<file path="config.mk">
export PLATFORM = sky130hd
export DESIGN_NAME = fvcw_queue
export DESIGN_NICKNAME = d
export VERILOG_FILES = /design/src/sv/fvcw_queue.sv
export SDC_FILE = /design/constraint.sdc
export NUM_CORES = 1
export LEC_CHECK = 0
export ABC_AREA = 1
export BUFFER_PORTS_ARGS = -buffer_cell sky130_fd_sc_hd__clkbuf_2
export CAP_MARGIN = 20
export CORE_MARGIN = 2
export CORE_UTILIZATION = 48
export CTS_BUF_LIST = sky130_fd_sc_hd__clkbuf_4
export CTS_CLUSTER_DIAMETER = 100
export CTS_CLUSTER_SIZE = 20
export DETAILED_ROUTE_END_ITERATION = 7
export PLACE_DENSITY = 0.86
export SLEW_MARGIN = 40
export SYNTH_ARGS = -nofsm -noshare
export SYNTH_HDL_FRONTEND = slang
export SYNTH_SLANG_ARGS = --single-unit
</file>
<file path="constraint.sdc">
create_clock -name clk -period 1.3 [get_ports clk]
set_input_delay 0.13 -clock clk [delete_from_list [all_inputs] [get_ports clk]]
set_output_delay 0.13 -clock clk [all_outputs]
set_load 0.005 [all_outputs]
</file>
<file path="src/sv/fvcw_queue.sv">
// Two-entry register queue used between pipeline parts and at the output.
module fvcw_queue #(
  parameter int W = 8
) (
  input  logic         clk,
  input  logic         rst,
  input  logic         push,
  input  logic [W-1:0] wdata,
  output logic         full,
  input  logic         pop,
  output logic [W-1:0] rdata,
  output logic         empty
);

  logic [W-1:0] mem [2];
  logic         wp;
  logic         rp;
  logic [1:0]   cnt;
  logic         do_push;
  logic         do_pop;

  assign full    = (cnt == 2'd2);
  assign empty   = (cnt == 2'd0);
  assign do_push = push && !full;
  assign do_pop  = pop && !empty;
  assign rdata   = mem[rp];

  always_ff @(posedge clk) begin
    if (rst) begin
      wp  <= 1'b0;
      rp  <= 1'b0;
      cnt <= 2'd0;
    end else begin
      if (do_push) begin
        wp <= ~wp;
      end
      if (do_pop) begin
        rp <= ~rp;
      end
      cnt <= cnt + 2'(do_push) - 2'(do_pop);
    end
  end

  always_ff @(posedge clk) begin
    if (do_push) begin
      mem[wp] <= wdata;
    end
  end

endmodule

</file>
==> qor.yml <==
clocking:
  htree_num_levels: 1
  insertion_delay_ns: 0.29
  tritoncts_clock_tree: "built"
  clk_root_buffer_cell: "sky130_fd_sc_hd__clkbuf_4"
  maximum_buffer_depth_of_the_clock_tree: 2
  clk_pin_slew_ns: 0.10
  clkSinkCount: 21
  number_of_buffers_added_by_the_clock_tree_synthesis_step: 3
layout:
  syn_to_final_growth_pct: 34.7
  num-nets-final: 111
  fillerInstances: 130
  fin_area_sq_um: 1170
  final_core_util: 0.685
  drive_above_1_share: 0.604
  num_antenna_cells: 0
worst_setup_path:
  reg2reg_setup_slack_ns: -0.08
  worst-endpoint-required_ns: 1.49
  start_kind: "register"
  reg2reg_to: "cnt[1]$_SDFF_PP0_"
  timing_worst_setup_path_type: "register to register"
  arrival_ns: 1.57
  worst_r2r_path_depth: 9
  worst-path-max-fanout: 3
  worst_r2r_startpoint: "cnt[0]$_SDFF_PP0_"
  cp-end-kind: "register"
sta:
  timing.final.ws_setup_ns: -0.0828
  finClkSkew_ns: 0.00427
  rsz0062_at_grt: "true"
  min_period_ns: 1.38
  tightestPinTransition_ns: 0.182
  final-hold-violation-count: 0
  final.period_utilization: 1.06
  fmaxAchievable_mhz: 723
  timing.final.setup_violations: 17
  timing.max_slew.rel_slack: 0.879
  fin_worst_hold_slack_ns: 0.0292
  number_of_pins_with_negative_max_slew_slack_in_the_final_report: 0
synth:
  most_common_cell_in_the_netlist: "sky130_fd_sc_hd__edfxtp_1"
  fraction_of_synthesis_flops_using_an_asynchronous_set_or_reset_pin: 0
  postSynthNetCount: 78
  synthDominantCellAreaShare: 0.553
  number_of_enable_type_register_cells_in_the_synthesized_netlist: 16
  synth.yosys.seq_area_share: 0.669
  synth.top_cells.by_area: "sky130_fd_sc_hd__edfxtp_1, sky130_fd_sc_hd__mux2_4, sky130_fd_sc_hd__dfxtp_1"
  post_synth_instance_area_sq_um: 868
  synthesis.instances: 64
  netlist.top_cell.by_area: "sky130_fd_sc_hd__edfxtp_1"
  syn_area_per_cell_sq_um: 13.6
  synth-warning-count: 0
  synth.ff_latch_count: 21
  synth_common_cells: "sky130_fd_sc_hd__edfxtp_1, sky130_fd_sc_hd__inv_1, sky130_fd_sc_hd__mux2_4, sky130_fd_sc_hd__nand2_1, sky130_fd_sc_hd__nor2_1"
  synth_cell_type_count: 11
  synth_top_flop_cell: "sky130_fd_sc_hd__edfxtp_1"
power:
  max-vdd-ir-drop_uv: 1180
  pwr_density_cell_nw_per_um2: 1890
  report.power.total_uw: 2210
  leakage_power_uw: 0.000517
routing:
  drt_first_iter_violations: 5
  drc: 0
  drt_pass1_iterations: 4
  vias_per_cell: 4.51
  wirelength_mm: 1.41
  routedWlPerCell_um: 11.7
  ant_nets: 0
  vias: 546
die:
  fp.coreArea_sq_um: 1710
  start_util: 0.508
  floorplan.die.height_um: 46.5
  chipWidth_um: 46.5
  floorplan.io_pins: 22
  design.die.area_sq_um: 2170
  num_rows: 15
place:
  place.gp.congestion: 0.663
  detailed_place_hpwl_mm: 1.06
  dpl_cell_area_sq_um: 1070
  io_buffer_count: 21
  post-place-ws_ns: -0.124
hold_path:
  hold_path_startpoint: "wdata[4]"
  hold_end: "mem[0][4]$_DFFE_PP_"
  min_delay_path_depth: 1
  worst_hold_path_type: "input port to register"
global_route:
  largest_net_degree_at_the_start_of_global_routing: 12
  grt_util_all_layers: 0.144
  antenna_found_initial: 0
  global_route_wire_length_before_repair_mm: 2.08
  first_global_vias: 519
  overflow: 0
outcome:
  result_of_the_run: "complete, but fails checks"
  failing_checks: "negative setup slack"
job:
  max_cap_viol_count: 0
[sequential cells by signal (all words and copies together), names as in the netlist, named ones only]
signal	cells
wp	1
rp	1
mem	16
cnt	2
[per-stage QoR]
step / TNS (ns) / instances
detailed placement: -0.124 / 114
global route: -1.10 / 121
finish: -0.305 / 121
floorplan: -0.0332 / 64
CTS: -0.492 / 121
global placement: -0.0252 / 114
[worst max path at each step]
| stage | startpoint | to | depth (start not counted) |
|---|---|---|---|
| 4_1_cts | cnt[0]$_SDFF_PP0_ | cnt[1]$_SDFF_PP0_ | 11 |
| 2_1_floorplan | cnt[0]$_SDFF_PP0_ | cnt[1]$_SDFF_PP0_ | 10 |
| 3_5_place_dp | cnt[1]$_SDFF_PP0_ | cnt[1]$_SDFF_PP0_ | 10 |
| 5_1_grt | cnt[0]$_SDFF_PP0_ | cnt[1]$_SDFF_PP0_ | 9 |
| 6_report | cnt[0]$_SDFF_PP0_ | cnt[1]$_SDFF_PP0_ | 9 |
| 3_3_place_gp | cnt[1]$_SDFF_PP0_ | cnt[1]$_SDFF_PP0_ | 10 |
[cells in the final DEF (no fill, tap or decap), drive strengths merged]
| cell | count |
|---|---|
| nand3 | 3 |
| inv | 10 |
| dlygate4sd3 | 1 |
| dfxtp | 5 |
| a21oi | 2 |
| nand2 | 8 |
| mux2 | 8 |
| clkbuf | 25 |
| nor2 | 9 |
| edfxtp | 16 |
| ha | 2 |
| buf | 7 |
[worst max-delay path, cell delays in order, from the launching register on]
cell                      delay (ns)
sky130_fd_sc_hd__dfxtp_4        0.37
sky130_fd_sc_hd__nor2_4         0.14
sky130_fd_sc_hd__nor2_4         0.05
sky130_fd_sc_hd__ha_4           0.25
sky130_fd_sc_hd__inv_2          0.03
sky130_fd_sc_hd__ha_4           0.15
sky130_fd_sc_hd__inv_2          0.05
sky130_fd_sc_hd__nand2_2        0.06
sky130_fd_sc_hd__a21oi_2        0.13
sky130_fd_sc_hd__nor2_1         0.05
[timing repair]
action,in CTS,in global routing
pin swaps,6,1
endpoints found under the hold margin,1,0
gates resized for setup,9,5
setup endpoints to repair,9,26
buffers inserted,2,0
hold buffers,1,0
[report_power, final]
group | switching [uW] | internal, uW
registers | 86.1 | 884
logic | 428 | 505
clock network | 170 | 140
total | 683 | 1530
[metal layers]
| layer | up-vias | GRT usage | wire length (um) | part of all wire |
|---|---|---|---|---|
| met2 | 18 | 0.269 | 761 | 0.54 |
| li1 | 275 | - | - | - |
| met4 | 0 | 0.0571 | 0 | 0 |
| met5 | - | 0 | 0 | 0 |
| met3 | 0 | 0.0431 | 84 | 0.060 |
| met1 | 253 | 0.146 | 566 | 0.40 |
[logic make-up (layout without fill, tap and decap cells)]
logic type,Yosys count,in the layout,share of synthesized area
flops,21,21,0.669
simple gates,20,20,0.0965
buf+inv,11,43,0.0562
mux,8,8,0.138
fa+ha+maj,2,2,0.0288
compound gates,2,2,0.0115
[final cells by class]
type | instances | area (sq um) | area share
Tap cell | 25 | 31.3 | 0.0267
Inverter | 10 | 37.5 | 0.0321
Timing Repair Buffer | 29 | 179 | 0.153
Clock buffer | 4 | 30.0 | 0.0257
Sequential cell | 21 | 589 | 0.504
Multi-Input combinational cell | 32 | 303 | 0.259
Power figures use the tool's default switching activity.
