===== config.mk =====
export PLATFORM = sky130hd
export DESIGN_NAME = fvcw_front
export DESIGN_NICKNAME = d
export VERILOG_FILES = /design/src/sv/fvcw_pkg.sv /design/src/sv/fvcw_front.sv
export SDC_FILE = /design/constraint.sdc
export NUM_CORES = 1
export LEC_CHECK = 0
export ABC_AREA = 0
export BUFFER_PORTS_ARGS = -buffer_cell sky130_fd_sc_hd__buf_2
export CAP_MARGIN = 0
export CORE_ASPECT_RATIO = 1.4
export CORE_MARGIN = 3
export CORE_UTILIZATION = 30
export CTS_BUF_LIST = sky130_fd_sc_hd__clkbuf_2 sky130_fd_sc_hd__clkbuf_4 sky130_fd_sc_hd__clkbuf_8
export DETAILED_ROUTE_END_ITERATION = 10
export SLEW_MARGIN = 40
export SYNTH_ARGS = -nofsm -noshare
export SYNTH_HDL_FRONTEND = slang
export SYNTH_SLANG_ARGS = --single-unit

===== constraint.sdc =====
create_clock -name clk -period 3.1 [get_ports clk]
set_clock_uncertainty 0.15 [all_clocks]
set_input_delay 0 -clock clk [delete_from_list [all_inputs] [get_ports clk]]
set_output_delay 0 -clock clk [all_outputs]
set_load 0.1 [all_outputs]

===== src/sv/fvcw_pkg.sv =====
// Shared types, wheel table and arithmetic helpers for the flow color wheel.
package fvcw_pkg;

  localparam int WHEEL_LAST = 53;

  typedef struct packed {
    logic signed [15:0] flow_x;
    logic signed [15:0] flow_y;
    logic               flow_ok;
  } flow_t;

  typedef struct packed {
    logic [7:0] blue;
    logic [7:0] green;
    logic [7:0] red;
  } pixel_t;

  // Word after the front classification.
  typedef struct packed {
    logic signed [15:0] x;
    logic signed [15:0] y;
    logic               ok;
    logic               xneg;
    logic               xzero;
    logic               yzero;
    logic               ypos;
  } cls_t;

  // Everything one word carries through the back pipeline.
  typedef struct packed {
    logic               ok;
    logic               xneg;
    logic               xzero;
    logic               yzero;
    logic               ypos;
    logic               in_circle;
    logic [31:0]        xx;
    logic [31:0]        yy;
    logic [31:0]        mm;
    logic [31:0]        s;
    logic signed [33:0] px;
    logic signed [33:0] py;
    logic [31:0]        z;
    logic [32:0]        rem;
    logic [31:0]        root;
    logic [16:0]        drem;
    logic [16:0]        q;
    logic [5:0]         k0;
    logic [15:0]        f;
    logic [23:0]        cr;
    logic [23:0]        cg;
    logic [23:0]        cb;
    pixel_t             pix;
  } stage_t;

  // Wheel entry as {red, green, blue}.
  function automatic logic [23:0] wheel_rgb(input logic [5:0] k);
    logic [23:0] w;
    case (k)
      6'd0:  w = {8'd255, 8'd0,   8'd0};
      6'd1:  w = {8'd255, 8'd17,  8'd0};
      6'd2:  w = {8'd255, 8'd34,  8'd0};
      6'd3:  w = {8'd255, 8'd51,  8'd0};
      6'd4:  w = {8'd255, 8'd68,  8'd0};
      6'd5:  w = {8'd255, 8'd85,  8'd0};
      6'd6:  w = {8'd255, 8'd102, 8'd0};
      6'd7:  w = {8'd255, 8'd119, 8'd0};
      6'd8:  w = {8'd255, 8'd136, 8'd0};
      6'd9:  w = {8'd255, 8'd153, 8'd0};
      6'd10: w = {8'd255, 8'd170, 8'd0};
      6'd11: w = {8'd255, 8'd187, 8'd0};
      6'd12: w = {8'd255, 8'd204, 8'd0};
      6'd13: w = {8'd255, 8'd221, 8'd0};
      6'd14: w = {8'd255, 8'd238, 8'd0};
      6'd15: w = {8'd255, 8'd255, 8'd0};
      6'd16: w = {8'd213, 8'd255, 8'd0};
      6'd17: w = {8'd170, 8'd255, 8'd0};
      6'd18: w = {8'd128, 8'd255, 8'd0};
      6'd19: w = {8'd85,  8'd255, 8'd0};
      6'd20: w = {8'd43,  8'd255, 8'd0};
      6'd21: w = {8'd0,   8'd255, 8'd0};
      6'd22: w = {8'd0,   8'd255, 8'd63};
      6'd23: w = {8'd0,   8'd255, 8'd127};
      6'd24: w = {8'd0,   8'd255, 8'd191};
      6'd25: w = {8'd0,   8'd255, 8'd255};
      6'd26: w = {8'd0,   8'd232, 8'd255};
      6'd27: w = {8'd0,   8'd209, 8'd255};
      6'd28: w = {8'd0,   8'd186, 8'd255};
      6'd29: w = {8'd0,   8'd163, 8'd255};
      6'd30: w = {8'd0,   8'd140, 8'd255};
      6'd31: w = {8'd0,   8'd116, 8'd255};
      6'd32: w = {8'd0,   8'd93,  8'd255};
      6'd33: w = {8'd0,   8'd70,  8'd255};
      6'd34: w = {8'd0,   8'd47,  8'd255};
      6'd35: w = {8'd0,   8'd24,  8'd255};
      6'd36: w = {8'd0,   8'd0,   8'd255};
      6'd37: w = {8'd19,  8'd0,   8'd255};
      6'd38: w = {8'd39,  8'd0,   8'd255};
      6'd39: w = {8'd58,  8'd0,   8'd255};
      6'd40: w = {8'd78,  8'd0,   8'd255};
      6'd41: w = {8'd98,  8'd0,   8'd255};
      6'd42: w = {8'd117, 8'd0,   8'd255};
      6'd43: w = {8'd137, 8'd0,   8'd255};
      6'd44: w = {8'd156, 8'd0,   8'd255};
      6'd45: w = {8'd176, 8'd0,   8'd255};
      6'd46: w = {8'd196, 8'd0,   8'd255};
      6'd47: w = {8'd215, 8'd0,   8'd255};
      6'd48: w = {8'd235, 8'd0,   8'd255};
      6'd49: w = {8'd255, 8'd0,   8'd255};
      6'd50: w = {8'd255, 8'd0,   8'd213};
      6'd51: w = {8'd255, 8'd0,   8'd170};
      6'd52: w = {8'd255, 8'd0,   8'd128};
      6'd53: w = {8'd255, 8'd0,   8'd85};
      6'd54: w = {8'd255, 8'd0,   8'd43};
      default: w = 24'd0;
    endcase
    return w;
  endfunction

  // atan(2^-i) as a fraction of a full turn, 2^32 per turn.
  function automatic logic [31:0] atan_turn(input int i);
    logic [31:0] a;
    case (i)
      0:  a = 32'd536870912;
      1:  a = 32'd316933406;
      2:  a = 32'd167458907;
      3:  a = 32'd85004756;
      4:  a = 32'd42667331;
      5:  a = 32'd21354465;
      6:  a = 32'd10679838;
      7:  a = 32'd5340245;
      8:  a = 32'd2670163;
      9:  a = 32'd1335086;
      10: a = 32'd667544;
      11: a = 32'd333772;
      12: a = 32'd166886;
      13: a = 32'd83443;
      14: a = 32'd41722;
      15: a = 32'd20861;
      16: a = 32'd10430;
      17: a = 32'd5215;
      18: a = 32'd2608;
      19: a = 32'd1304;
      20: a = 32'd652;
      21: a = 32'd326;
      22: a = 32'd163;
      23: a = 32'd81;
      default: a = 32'd0;
    endcase
    return a;
  endfunction

  // Linear blend of two wheel entries, 255-scale in Q16.
  function automatic logic [23:0] mix(input logic [15:0] f, input logic [7:0] a,
                                      input logic [7:0] b);
    logic [16:0] g;
    logic [24:0] sum;
    g   = 17'd65536 - {1'b0, f};
    sum = (25'(g) * 25'(a)) + (25'(f) * 25'(b));
    return sum[23:0];
  endfunction

  // Final channel value from the blended color and the radius.
  function automatic logic [7:0] shade(input logic [23:0] c, input logic [16:0] r,
                                       input logic in_circle, input logic ok);
    logic [23:0] d;
    logic [40:0] t;
    logic [39:0] v;
    logic [25:0] o;
    d = 24'd16711680 - c;
    t = 41'(d) * 41'(r);
    v = 40'hFF_0000_0000 - t[39:0];
    o = 26'(c) * 26'd3;
    if (!ok) begin
      return 8'd0;
    end else if (in_circle) begin
      return v[39:32];
    end else begin
      return o[25:18];
    end
  endfunction

endpackage


===== src/sv/fvcw_front.sv =====
// Front part: takes flow words and flags the sign and axis cases.
module fvcw_front (
  input  logic               clk,
  input  logic               rst,
  input  logic               push,
  input  fvcw_pkg::flow_t    flow,
  output logic               full,
  output logic               cls_vld,
  output fvcw_pkg::cls_t     cls,
  input  logic               down_full
);

  fvcw_pkg::cls_t cls_next;

  assign full = cls_vld && down_full;

  always_comb begin
    cls_next.x     = flow.flow_x;
    cls_next.y     = flow.flow_y;
    cls_next.ok    = flow.flow_ok;
    cls_next.xneg  = flow.flow_x[15];
    cls_next.xzero = (flow.flow_x == 16'sd0);
    cls_next.yzero = (flow.flow_y == 16'sd0);
    cls_next.ypos  = !flow.flow_y[15] && (flow.flow_y != 16'sd0);
  end

  always_ff @(posedge clk) begin
    if (rst) begin
      cls_vld <= 1'b0;
    end else if (!full) begin
      cls_vld <= push;
    end
  end

  always_ff @(posedge clk) begin
    if (!full && push) begin
      cls <= cls_next;
    end
  end

endmodule


==> impl_metrics.sql <==
INSERT INTO impl_metrics (metric_group, metric, value, unit) VALUES
('floorplan', 'die_w', '59.6', 'um'),
('place', 'gpl.final_weighted_congestion', '0.687', ''),
('worst_setup_path', 'ff2ff_setup_slack', '1490', 'ps'),
('clocking', 'clock_tree_from_tritoncts', 'built', ''),
('worst_setup_path', 'worstPathBufferInverterCount', '1', ''),
('sta', 'maxSlewHeadroom', '64.5', '%'),
('cells_and_area', 'ratio_of_cells_with_drive_above_1_in_the_final_layout', '49.7', '%'),
('global_routing', 'grt_pass1_wl', '4780', 'um'),
('worst_setup_path', 'worst_path_dominant_cell_family', 'simple AND/OR/NAND/NOR gates', ''),
('worst_setup_path', 'worstPathCellList', 'and2_1 > nor2b_4 > buf_16', ''),
('clocking', 'clk_latency_worst_skew_pair', '280', 'ps'),
('clocking', 'postCtsSetupRepairBufs', '0', ''),
('sta', 'rsz_0062_raised_after_global_routing', 'no', ''),
('routing', 'via_per_inst', '4.50', ''),
('power_and_ir_drop', 'combinational_share_of_power', '26.3', '%'),
('cells_and_area', 'mostFrequentLayoutCell', 'sky130_fd_sc_hd__buf_2', ''),
('cells_and_area', 'diodes', '0', ''),
('routing', 'detailedRoute.firstPassIterationCount', '4', ''),
('power_and_ir_drop', 'power.net_switching', '0.422', 'mW'),
('floorplan', 'start_util', '32.0', '%'),
('power_and_ir_drop', 'seqPwrFrac', '47.6', '%'),
('floorplan', 'die_area', '0.00483', 'sq mm'),
('global_routing', 'grt_pass1_vias', '1035', ''),
('place', 'detailed_place_hpwl', '2030', 'um'),
('floorplan', 'io_pins', '76', ''),
('worst_setup_path', 'setup.worst_path.start_class', 'register', ''),
('clocking', 'cts_num_sinks', '37', ''),
('worst_setup_path', 'category_of_the_worst_setup_path_capture_point', 'register', ''),
('job', 'drv_cap', '0', ''),
('global_routing', 'number_of_antenna_violations_at_the_first_check_in_global_routing', '0', ''),
('sta', 'max_freq', '620', 'MHz'),
('routing', 'drtAntennaViolNets', '0', ''),
('power_and_ir_drop', 'clock_power_share', '26.1', '%'),
('floorplan', 'die-height', '81.0', 'um'),
('yosys', 'synth.distinct_cells', '10', ''),
('clocking', 'clock_tree.buffer_depth', '2', ''),
('run_status', 'run_status', 'finished, final reports clean', ''),
('power_and_ir_drop', 'power_density', '591', 'mW/mm^2'),
('floorplan', 'core_region_area', '0.00377', 'sq mm'),
('worst_setup_path', 'worst_path_largest_cell_delay', '440', 'ps'),
('clocking', 'clock_buffers_created_by_tritoncts', '5', ''),
('sta', 'slew_viol_final', '0', ''),
('power_and_ir_drop', 'netSwitchingFraction', '34.0', '%'),
('worst_setup_path', 'critical_path_class', 'register to register', ''),
('routing', 'route.final.wire_length', '3120', 'um'),
('sta', 'final_min_period_over_clock_period', '52.1', '%'),
('power_and_ir_drop', 'leakage', '0.890', 'nW'),
('worst_setup_path', 'worst-r2r-cell-count', '3', ''),
('power_and_ir_drop', 'vdd.ir_drop.worst', '0.452', 'mV'),
('place', 'dp_cells', '170', ''),
('worst_setup_path', 'cp_num_cells', '3', ''),
('yosys', 'synthesis.area', '0.00121', 'sq mm'),
('routing', 'remaining_drc_errors', '0', ''),
('yosys', 'mappedNetlistNets', '90', ''),
('clocking', 'cts.clk_slew.worst_paths', '70', 'ps'),
('global_routing', 'gr-total-overflow', '0', ''),
('worst_setup_path', 'critical_path.reg2reg.endpoint', 'cls[27]$_DFFE_PP_', ''),
('yosys', 'seq_area_frac_synth', '91.3', '%'),
('clocking', 'cts_root_buffer', 'sky130_fd_sc_hd__clkbuf_8', ''),
('routing', 'drt_iter0_markers', '32', ''),
('yosys', 'ys.warnings.count', '0', ''),
('routing', 'post_drt_wl_per_cell', '14.7', 'um'),
('sta', 'period_needed', '1610', 'ps'),
('sta', 'setup_violations_final', '0', ''),
('power_and_ir_drop', 'cell_internal_pwr', '0.818', 'mW'),
('worst_setup_path', 'critical_path_peak_fanout', '21', ''),
('hold_path', 'worst_hold_startpoint', 'push', ''),
('cells_and_area', 'layout_common_cells', 'sky130_fd_sc_hd__buf_2 (75), sky130_fd_sc_hd__edfxtp_1 (36), sky130_fd_sc_hd__dlygate4sd3_1 (35), sky130_fd_sc_hd__nor4_1 (8), sky130_fd_sc_hd__clkbuf_8 (5)', ''),
('sta', 'fin_setup_tns', '0', 'ps'),
('routing', 'via_count', '959', ''),
('cells_and_area', 'finish.net_count', '207', '');
==> cell usage after synthesis <==
cell                       count  area [sq um]
sky130_fd_sc_hd__a21oi_1       1          5.00
sky130_fd_sc_hd__a41oi_1       1          8.76
sky130_fd_sc_hd__and2_1        1          6.26
sky130_fd_sc_hd__and4_1        2          17.5
sky130_fd_sc_hd__buf_4         1          7.51
sky130_fd_sc_hd__dfxtp_1       1          20.0
sky130_fd_sc_hd__edfxtp_1     36          1080
sky130_fd_sc_hd__nor2_1        1          3.75
sky130_fd_sc_hd__nor2b_1       1          6.26
sky130_fd_sc_hd__nor4_1        8          50.1
==> sequential cells by signal, summed over array words and instances (netlist names) <==
name     count
cls         36
cls_vld      1
==> cells by family after synthesis <==
group / Yosys count / share of synthesized area, %
compound gates: 2 / 1.14
buf+inv: 1 / 0.623
flops: 37 / 91.3
simple gates: 13 / 6.95
==> what timing repair did <==
| item | in CTS | in global routing |
|---|---|---|
| resized for setup | 0 | 0 |
| setup endpoints to repair | 0 | 0 |
| hold buffers | 35 | 0 |
| endpoints found under the hold margin | 36 | 0 |
==> final cells by class <==
class                   count  area [sq um]
clock buffers               6          76.3
clock inverters             2          10.0
multi-input cells          15           105
well taps                  42          52.6
flip-flops and latches     37          1100
repair buffers            111           753
fillers                   302          1680
==> through the flow <==
stage	utilization (%)	area (sq um)	total power, mW	hold WS [ps]	setup slack [ps]
global route	55.6	2100	1.29	64.4	1390
global placement	43.3	1630	0.885	8.23	1360
CTS	55.6	2100	1.25	53.7	1480
floorplan	-	1210	0.829	-77.6	135
detailed placement	44.0	1660	0.893	11.3	1480
finish	55.6	2100	1.24	58.4	1490
==> per-layer routing <==
layer  routed length [um]  global-route usage [%]
met5                    0                       0
met4                   45                    5.99
met3                  321                    6.36
met2                 1700                    24.5
met1                 1060                    14.3
==> power groups by stage <==
| stage | Sequential, mW | Clock [mW] | Combinational [mW] |
|---|---|---|---|
| floorplan | 0.805 | 0 | 0.0237 |
| global placement | 0.600 | 0 | 0.285 |
| detailed placement | 0.601 | 0 | 0.292 |
| CTS | 0.590 | 0.335 | 0.326 |
| global route | 0.593 | 0.358 | 0.337 |
| finish | 0.590 | 0.324 | 0.326 |
==> worst max-delay path by stage <==
| stage | startpoint | end | slack [ps] |
|---|---|---|---|
| 2_1_floorplan | cls_vld$_SDFFE_PP0N_ | cls[0]$_DFFE_PP_ | 130 |
| 3_3_place_gp | cls_vld$_SDFFE_PP0N_ | cls[28]$_DFFE_PP_ | 1360 |
| 3_5_place_dp | cls_vld$_SDFFE_PP0N_ | cls[28]$_DFFE_PP_ | 1480 |
| 4_1_cts | cls_vld$_SDFFE_PP0N_ | cls[27]$_DFFE_PP_ | 1480 |
| 5_1_grt | cls_vld$_SDFFE_PP0N_ | cls[27]$_DFFE_PP_ | 1390 |
| 6_report | cls_vld$_SDFFE_PP0N_ | cls[27]$_DFFE_PP_ | 1490 |
(Power assumes the default switching activity.)
